**src/rtl/cbm_pkg.sv**
```systemverilog
// Shared types, widths and character codes for the brace matcher.
// No dependencies; every other file imports this package.
package cbm_pkg;

    // Width of the byte position counter and of the brace depth counter
    localparam int OFFSET_BITS = 16;
    localparam int DEPTH_BITS  = 16;

    // Width of the offset field in a result
    localparam int MATCH_W     = 16;

    // Character codes recognized by the lexer
    localparam logic [7:0] CH_LBRACE    = 8'h7B;
    localparam logic [7:0] CH_RBRACE    = 8'h7D;
    localparam logic [7:0] CH_DQUOTE    = 8'h22;
    localparam logic [7:0] CH_SQUOTE    = 8'h27;
    localparam logic [7:0] CH_BACKSLASH = 8'h5C;
    localparam logic [7:0] CH_SLASH     = 8'h2F;
    localparam logic [7:0] CH_STAR      = 8'h2A;
    localparam logic [7:0] CH_NEWLINE   = 8'h0A;

    // Lexical mode, one-hot
    typedef enum logic [6:0] {
        LEX_NORMAL = 7'b0000001,
        LEX_SLASH  = 7'b0000010,
        LEX_LINE   = 7'b0000100,
        LEX_BLOCK  = 7'b0001000,
        LEX_STAR   = 7'b0010000,
        LEX_STR    = 7'b0100000,
        LEX_ESC    = 7'b1000000
    } lex_mode_t;

    // Scan state carried from one byte to the next
    typedef struct packed {
        lex_mode_t              mode;
        logic                   quote_single;
        logic [DEPTH_BITS-1:0]  depth;
        logic [OFFSET_BITS-1:0] pos;
        logic                   done;
    } scan_state_t;

    // Result produced by one byte, if any
    typedef struct packed {
        logic               valid;
        logic               found;
        logic [MATCH_W-1:0] offset;
    } scan_result_t;

    localparam scan_state_t SCAN_CLEAR = '{
        mode:         LEX_NORMAL,
        quote_single: 1'b0,
        depth:        '0,
        pos:          '0,
        done:         1'b0
    };

endpackage

```
**src/rtl/cbm_lex.sv**
```systemverilog
// Next-state function of the brace matcher: lexical mode, depth, position.
// Depends on cbm_pkg.
module cbm_lex
    import cbm_pkg::*;
(
    input  scan_state_t  cur,
    input  logic [7:0]   char_byte,
    input  logic         scan_start,
    input  logic         scan_last,
    output scan_state_t  nxt,
    output scan_result_t res
);

    scan_state_t st;
    logic        do_normal;
    logic        hit;
    logic [7:0]  quote_ch;
    logic [31:0] pos_wide;

    // Clear the state on a new scan before the byte is looked at
    assign st       = scan_start ? SCAN_CLEAR : cur;
    assign quote_ch = st.quote_single ? CH_SQUOTE : CH_DQUOTE;
    assign pos_wide = 32'(st.pos);

    always_comb
    begin
        nxt       = st;
        res       = '0;
        do_normal = 1'b0;
        hit       = 1'b0;

        if (!st.done)
        begin
            // Advance the lexical mode
            case (st.mode)
                LEX_SLASH:
                begin
                    if (char_byte == CH_SLASH)
                        nxt.mode = LEX_LINE;
                    else if (char_byte == CH_STAR)
                        nxt.mode = LEX_BLOCK;
                    else
                    begin
                        nxt.mode  = LEX_NORMAL;
                        do_normal = 1'b1;
                    end
                end
                LEX_LINE:
                begin
                    if (char_byte == CH_NEWLINE)
                        nxt.mode = LEX_NORMAL;
                end
                LEX_BLOCK:
                begin
                    if (char_byte == CH_STAR)
                        nxt.mode = LEX_STAR;
                end
                LEX_STAR:
                begin
                    if (char_byte == CH_SLASH)
                        nxt.mode = LEX_NORMAL;
                    else if (char_byte != CH_STAR)
                        nxt.mode = LEX_BLOCK;
                end
                LEX_STR:
                begin
                    if (char_byte == CH_BACKSLASH)
                        nxt.mode = LEX_ESC;
                    else if (char_byte == quote_ch)
                        nxt.mode = LEX_NORMAL;
                end
                LEX_ESC:
                begin
                    nxt.mode = LEX_STR;
                end
                default:
                begin
                    nxt.mode  = LEX_NORMAL;
                    do_normal = 1'b1;
                end
            endcase

            // Handle a byte seen in normal code
            if (do_normal)
            begin
                if (char_byte == CH_SLASH)
                    nxt.mode = LEX_SLASH;
                else if (char_byte == CH_DQUOTE || char_byte == CH_SQUOTE)
                begin
                    nxt.mode         = LEX_STR;
                    nxt.quote_single = (char_byte == CH_SQUOTE);
                end
                else if (char_byte == CH_LBRACE)
                begin
                    if (st.depth != '1)
                        nxt.depth = st.depth + 1'b1;
                end
                else if (char_byte == CH_RBRACE)
                begin
                    if (st.depth != '0)
                    begin
                        nxt.depth = st.depth - 1'b1;
                        hit       = (st.depth == DEPTH_BITS'(1));
                    end
                end
            end

            // Report a match, or advance the position and close on the last byte
            if (hit)
            begin
                res.valid  = 1'b1;
                res.found  = 1'b1;
                res.offset = pos_wide[MATCH_W-1:0];
                nxt.done   = 1'b1;
            end
            else
            begin
                if (st.pos != '1)
                    nxt.pos = st.pos + 1'b1;
                if (scan_last)
                begin
                    res.valid = 1'b1;
                    nxt.done  = 1'b1;
                end
            end
        end
    end

endmodule

```
**src/rtl/cbm_out.sv**
```systemverilog
// Output register of the brace matcher, holding one result until taken.
// Depends on cbm_pkg.
module cbm_out
    import cbm_pkg::*;
(
    input  logic               clk,
    input  logic               rst_n,
    input  logic               load,
    input  scan_result_t       res,
    input  logic               m_axis_tready,
    output logic               m_axis_tvalid,
    output logic [MATCH_W-1:0] m_axis_tdata,
    output logic               m_axis_tuser
);

    logic               valid_reg;
    logic               valid_next;
    logic               found_reg;
    logic [MATCH_W-1:0] offset_reg;
    logic               take;

    assign take       = load && res.valid;
    assign valid_next = (valid_reg && !m_axis_tready) || take;

    // Track whether a result is waiting
    always_ff @(posedge clk or negedge rst_n)
    begin
        if (!rst_n)
            valid_reg <= 1'b0;
        else
            valid_reg <= valid_next;
    end

    // Capture the result payload
    always_ff @(posedge clk)
    begin
        if (take)
        begin
            found_reg  <= res.found;
            offset_reg <= res.offset;
        end
    end

    assign m_axis_tvalid = valid_reg;
    assign m_axis_tdata  = offset_reg;
    assign m_axis_tuser  = found_reg;

endmodule

```
**src/rtl/c_brace_matcher.sv**
```systemverilog
// Top level of the C brace matcher: scan state register, lexer, output register.
// Depends on cbm_pkg, cbm_lex and cbm_out.
//
//  channel   dir  tdata (low bit up)        tuser        tlast
//  s_axis    in   char_byte[7:0]            scan_start   scan_last
//  m_axis    out  match_offset[15:0]        found        -
//
// One byte per cycle unless stalled; a result appears on m_axis the cycle after
// its byte is taken. The byte's whole lexer step is combinational from the scan
// state register. s_axis_tready drops only while a result waits on m_axis and
// m_axis_tready is low. Reset clears the scan state as if a scan had begun.
module c_brace_matcher
    import cbm_pkg::*;
(
    input  logic               clk,
    input  logic               rst_n,
    input  logic               s_axis_tvalid,
    output logic               s_axis_tready,
    input  logic [7:0]         s_axis_tdata,  // char_byte[7:0]
    input  logic               s_axis_tuser,  // scan_start
    input  logic               s_axis_tlast,
    output logic               m_axis_tvalid,
    input  logic               m_axis_tready,
    output logic [MATCH_W-1:0] m_axis_tdata,  // match_offset[15:0]
    output logic               m_axis_tuser   // found
);

    scan_state_t  state_reg;
    scan_state_t  state_next;
    scan_result_t res;
    logic         accept;

    // Take a byte whenever the output slot is free or being drained
    assign s_axis_tready = !m_axis_tvalid || m_axis_tready;
    assign accept        = s_axis_tvalid && s_axis_tready;

    cbm_lex u_lex (
        .cur        (state_reg),
        .char_byte  (s_axis_tdata),
        .scan_start (s_axis_tuser),
        .scan_last  (s_axis_tlast),
        .nxt        (state_next),
        .res        (res)
    );

    // Hold the scan state between requests
    always_ff @(posedge clk or negedge rst_n)
    begin
        if (!rst_n)
            state_reg <= SCAN_CLEAR;
        else if (accept)
            state_reg <= state_next;
    end

    cbm_out u_out (
        .clk           (clk),
        .rst_n         (rst_n),
        .load          (accept),
        .res           (res),
        .m_axis_tready (m_axis_tready),
        .m_axis_tvalid (m_axis_tvalid),
        .m_axis_tdata  (m_axis_tdata),
        .m_axis_tuser  (m_axis_tuser)
    );

endmodule

```
**config.mk**
```make
export PLATFORM = sky130hd
export DESIGN_NAME = c_brace_matcher
export DESIGN_NICKNAME = d
export VERILOG_FILES = /design/src/rtl/cbm_pkg.sv /design/src/rtl/cbm_lex.sv /design/src/rtl/cbm_out.sv /design/src/rtl/c_brace_matcher.sv
export SDC_FILE = /design/constraint.sdc
export NUM_CORES = 1
export LEC_CHECK = 0
export ABC_AREA = 0
export BUFFER_PORTS_ARGS = -buffer_cell sky130_fd_sc_hd__buf_2
export CAP_MARGIN = 20
export CORE_MARGIN = 8
export CORE_UTILIZATION = 60
export CTS_CLUSTER_SIZE = 12
export DETAILED_ROUTE_END_ITERATION = 7
export GPL_TIMING_DRIVEN = 0
export HOLD_SLACK_MARGIN = 0.02
export PLACE_DENSITY = 0.85
export SYNTH_ARGS = -nofsm -noshare
export SYNTH_HDL_FRONTEND = slang
export SYNTH_HIERARCHICAL = 1
export SYNTH_SLANG_ARGS = --single-unit
```
**constraint.sdc**
```tcl
create_clock -name clk -period 3.25 [get_ports clk]
set_input_delay 0.325 -clock clk [delete_from_list [all_inputs] [get_ports clk]]
set_output_delay 0.325 -clock clk [all_outputs]
set_load 0.01 [all_outputs]
```
# Word level (Yosys, flattened, before mapping)
# Index checks and enable logic that the tools add are counted.
# Widths: inputs -> output; s select.
totals:
  ff_bits: 59
  in_bits: 14
  output_inout_bits: 19
  elab_cells: 80
classes:
  add_sub_neg: 3
  eq_ne: 19
  muxes: 38
  bitwise: 1
  n_reduce_logical: 11
op_table:
  columns: ["cell", "count"]
  rows:
  - ["$mux 16", 7]
  - ["$mux 41", 2]
  - ["$mux 7", 8]
  - ["$pmux 7 s6", 1]
  - ["$mux 17", 2]
  - ["$add 16x1->16 const B", 2]
  - ["$eq 8x6->1 const B", 4]
  - ["$ne 16x16->1 const B", 2]
  - ["$eq 8x7->1 const B", 3]
  - ["$mux 24", 1]
  - ["$mux 18", 1]
  - ["$eq 16x1->1 const B", 1]
  - ["$reduce_bool 16->1", 1]
  - ["$sub 16x1->16 const B", 1]
  - ["$mux 1", 12]
  - ["$eq 8x4->1 const B", 1]
  - ["$eq 8x8->1", 1]
  - ["$mux 8", 1]
  - ["$ne 8x6->1 const B", 1]
  - ["$eq 7x2->1 const B", 1]
  - ["$eq 7x3->1 const B", 1]
  - ["$eq 7x4->1 const B", 1]
  - ["$eq 7x5->1 const B", 1]
  - ["$eq 7x6->1 const B", 1]
  - ["10 further kinds", 15]

# Depth between registers and ports, before layout
logic_depth:
  word_depth: 13
  depth_mapped: 14
  depth_no_buf: 11

# Cells and area by module
# The synthesis kept the hierarchy.
by_module_without_submodules:
  columns: ["module", "instances", "cells_each", "area_per_inst_um2", "seq_area_each_um2"]
  rows:
  - ["cbm_lex", 1, 377, 2321.0, 0.0]
  - ["c_brace_matcher", 1, 89, 1709.1, 1027.2]
  - ["cbm_out", 1, 21, 555.5, 535.5]

# Worst setup path before layout
# Ideal clock, no wire load.
synth_path:
  kind: "input -> register"
  startpoint: "input port s_axis_tuser"
  endpoint: "register state_reg[24] (netlist name)"
  setup_time_ns: 0.064
  arrival_ns: 3.001
  required_time_ns: 3.186
  path_slack_ns: 0.185
  path_stages: 14
  n_path_buf: 3
  path_cell_list: "buf_6 clkbuf_1 clkinv_1 nand2_1 inv_1 ha_1 and4b_1 clkbuf_1 and2_0 a311oi_1 nor2_1 or4_1 nand3b_1 mux2_4"
synth_lines:
  columns: ["item", "line", "source"]
  rows:
  - ["start: declaration", "c_brace_matcher.sv:20", "input logic s_axis_tuser,"]
  - ["end signal: assignment", "c_brace_matcher.sv:52", "state_reg <= state_next;"]
  - ["end: declaration", "c_brace_matcher.sv:28", "scan_state_t state_reg;"]

==> impl_summary.log <==
[metrics] placed instance count: 618
[metrics] share of Yosys cell area claimed by the top area cell type: 22.4%
[metrics] leakage power figure: 2.22 nW
[metrics] commonest cells after routing, fill and taps aside: 46 x sky130_fd_sc_hd__nand2_1, 41 x sky130_fd_sc_hd__dfrtp_1, 39 x sky130_fd_sc_hd__mux2_4, 37 x sky130_fd_sc_hd__nor2_1, 31 x sky130_fd_sc_hd__buf_2
[metrics] gpl congestion: 0.912
[metrics] Min Clock Period, post-route: 3110 ps
[metrics] chip width: 103 um
[metrics] Total Wirelength: 12,600 um
[metrics] final standard cell area without fillers: 5120 um^2
[metrics] library cell used as clock root buffer: sky130_fd_sc_hd__clkbuf_8
[metrics] wire length of the first global-routing pass: 20,100 um
[metrics] Area contributors post-synth: sky130_fd_sc_hd__dfrtp_1 22%, sky130_fd_sc_hd__mux2_4 13%, sky130_fd_sc_hd__edfxtp_1 11%
[metrics] area growth from synthesis to final layout: 11.7%
[metrics] worst-case clock buffer depth: 2
[metrics] NumNets Final: 548
[metrics] average instance area after synthesis: 9.42 um^2
[metrics] overall power of the completed layout: 1.82 mW
[metrics] Slew @ Worst Pin: 1030 ps
[metrics] Finished Core Util: 67.7%
[metrics] number of placed I/O pins: 33
[metrics] met1 Track Usage GR: 32.4%
[metrics] critical path class: in2reg
[metrics] sequential fraction of the synthesis area: 34.1%
[metrics] maximum fanout encountered on the critical timing path: 10
[metrics] most common cell after layout, fill and taps aside: sky130_fd_sc_hd__nand2_1
[metrics] Hold Buf Count CTS: 0
[metrics] number of buffers and inverters on the critical path: 5
[metrics] largest net degree at the start of global routing: 43
[metrics] crit path launch type: primary input
[metrics] async set-or-reset flop fraction in the synthesized netlist: 71.2%
[metrics] GR Layer Usage met3: 4.48%
[metrics] worst stage delay on the critical path: 480 ps
[metrics] worst reg-to-reg setup slack: 190 ps
[metrics] synthesized flop and latch total: 59
[metrics] Post-Syn Nets: 506
[metrics] Max Clock Skew: 14.0 ps
[metrics] final-report hold violation count: 0
[metrics] post-detailed-route wirelength per cell: 19.8 um
[metrics] clock-pin slew on the worst setup and hold paths: 60 ps
[metrics] arrival time of data at the critical path endpoint: 3380 ps
[metrics] most crowded layer after global routing: met2
[metrics] Setup TNS: 0 ps
[metrics] Slew HR: 30.9%
[metrics] warnings from Yosys: 6
[metrics] Worst Setup End Kind: flip-flop
[metrics] count of cells along the worst register-to-register path: 11
[metrics] drt via density: 6.57
[metrics] placeable core area: 7570 um^2
[metrics] count of cell types in the netlist: 80
[metrics] type of the most critical hold path: in2async
[metrics] routed via count: 4,180
[metrics] all-layer global routing usage: 24.3%
[metrics] Ant. Diodes: 0
[metrics] half-perimeter wire length after detailed placement: 8900 um
[metrics] number of standard cells after synthesis: 487
[metrics] die boundary height: 103 um
[metrics] area leader, netlist: sky130_fd_sc_hd__dfrtp_1
[metrics] Iteration-0 DRC Markers: 317
[metrics] standard-cell row count: 32
[metrics] clk_lat worst skew: 340 ps
[metrics] total CTS buffers: 9
[metrics] met2 layer usage reported by global route: 38.0%
[metrics] Main synth FF type: sky130_fd_sc_hd__dfrtp_1
[metrics] slowest stage cell, crit path: sky130_fd_sc_hd__or4_1
[metrics] number of antenna violations at the first check in global routing: 0
[metrics] Slew Viols, Final: 0
[metrics] total gr overflow: 0
[metrics] final critical-path share of the clock period: 95.8%
[metrics] total DRC errors in the routed layout: 0
[metrics] Die Footprint: 10,700 um^2
[metrics] sinks on the clock net: 59
[metrics] kind of cell adding the most delay to the critical path: simple AND/OR/NAND/NOR gates
[metrics] post-synthesis instance area: 4590 um^2
[metrics] iteration count of the initial detailed-routing pass: 5
[metrics] Initial Utilization: 60.6%
[metrics] Final setup violation count: 0
[metrics] Crit path required time: 3520 ps
[metrics] result of the run: finished, final reports clean
[metrics] number of non-filler instances in the completed layout: 636
[metrics] number of global-route vias before repair: 3,950
[metrics] I/O Buffers: 29
[metrics] max FFs per register: 41
[metrics] Post-DP Area: 4860 um^2
[metrics] PwrDens: 354 nW/um^2
[metrics] setup repair after global routing missed its margin: no
[metrics] number of levels in the clock H-tree: 3
[metrics] list of cells traversed by the critical path: buf_6, clkbuf_2, clkinv_2, nand2_1, inv_1, ha_1, and4b_1, clkbuf_1, and2_1, a311oi_2, nor2_1, or4_1, nand3b_1, mux2_4
[metrics] startpoint of the lowest-slack register-to-register path: state_reg[37]
[metrics] fraction of final layout cells with drive strength greater than 1: 22.8%
[metrics] number of enable-type register cells in the synthesized netlist: 17
[metrics] worst r2r dst: u_out/m_axis_tvalid
[metrics] largest vdd supply drop: 0.220 mV
[metrics] total of max-cap violations: 0
[metrics] max frequency: 321 MHz
[metrics] fill count: 601
[metrics] Final ANT Viol Nets: 0
[metrics] TritonCTS clock tree: done
## metal layers
metal | up-vias | share of wire [%]
met2 | 202 | 47
met1 | 2038 | 43
met3 | 21 | 7.7
met5 | - | 0
li1 | 1919 | -
met4 | 0 | 1.9
## area by class of cell
cell class                 count  area (um^2)  share of cell area, %
multi-input combinational    392         2890                   56.4
sequential                    59         1560                   30.5
clock buffer                  11          153                   2.98
timing repair buffer          30          153                   2.98
buffer                        24          136                   2.66
tap                          102          128                   2.49
clock inverter                 5         51.3                   1.00
inverter                      13         50.0                  0.977
## how the worst max path moves through the flow
stage,startpoint,to,slack [ps],cells after the start
final,s_axis_tuser,state_reg[24],140,14
after global routing,s_axis_tuser,state_reg[24],30,14
after detailed placement,s_axis_tuser,state_reg[20],-790,14
after CTS,state_reg[19],u_out/m_axis_tdata[13],60,9
after floorplan,s_axis_tuser,state_reg[24],190,14
after global placement,s_axis_tuser,state_reg[20],-700,14
## cells by family (layout without fill, tap and decap cells)
logic type | after synthesis | count (layout) | synth area share [%]
buffers and inverters | 37 | 83 | 3.98
and+or+nand+nor | 227 | 228 | 27.6
muxes | 48 | 48 | 14.9
DFF | 59 | 59 | 34.1
adders and majority gates | 5 | 5 | 1.36
xor gates and xnor gates | 15 | 15 | 2.86
AOI/OAI and AO/OA | 96 | 96 | 15.2
## what timing repair did
| action | CTS | global route |
|---|---|---|
| cloned | 0 | 1 |
| resized for setup | 5 | 6 |
| pin swaps | 0 | 1 |
| setup endpoints to repair | 31 | 31 |
| buffers inserted | 0 | 1 |
## Yosys cell counts, types with 15 or more instances
| cell | count |
|---|---|
| sky130_fd_sc_hd__o21ai_0 | 17 |
| sky130_fd_sc_hd__nand3_1 | 18 |
| sky130_fd_sc_hd__mux2_4 | 39 |
| sky130_fd_sc_hd__edfxtp_1 | 17 |
| sky130_fd_sc_hd__nand2_1 | 46 |
| sky130_fd_sc_hd__dfrtp_1 | 41 |
| sky130_fd_sc_hd__nor2b_1 | 15 |
| sky130_fd_sc_hd__nor2_1 | 37 |
| sky130_fd_sc_hd__a21oi_1 | 17 |
| sky130_fd_sc_hd__and3_1 | 21 |
| sky130_fd_sc_hd__nor3_1 | 18 |
| sky130_fd_sc_hd__clkbuf_1 | 15 |
## per-stage QoR
stage	hold slack (ps)	setup slack (ps)
finish	150	136
floorplan	29.4	185
CTS	177	55.8
global route	208	33.2
detailed placement	485	-788
global placement	490	-698
## where the power goes
group          internal, mW  switching [mW]  total, mW  leakage (nW)
combinational         0.117           0.179      0.296          1.38
sequential            0.792          0.0325      0.825         0.741
clock                 0.396           0.299      0.695         0.104
total                  1.31           0.511       1.82          2.22
No activity file was read; power rests on OpenSTA's default activity.
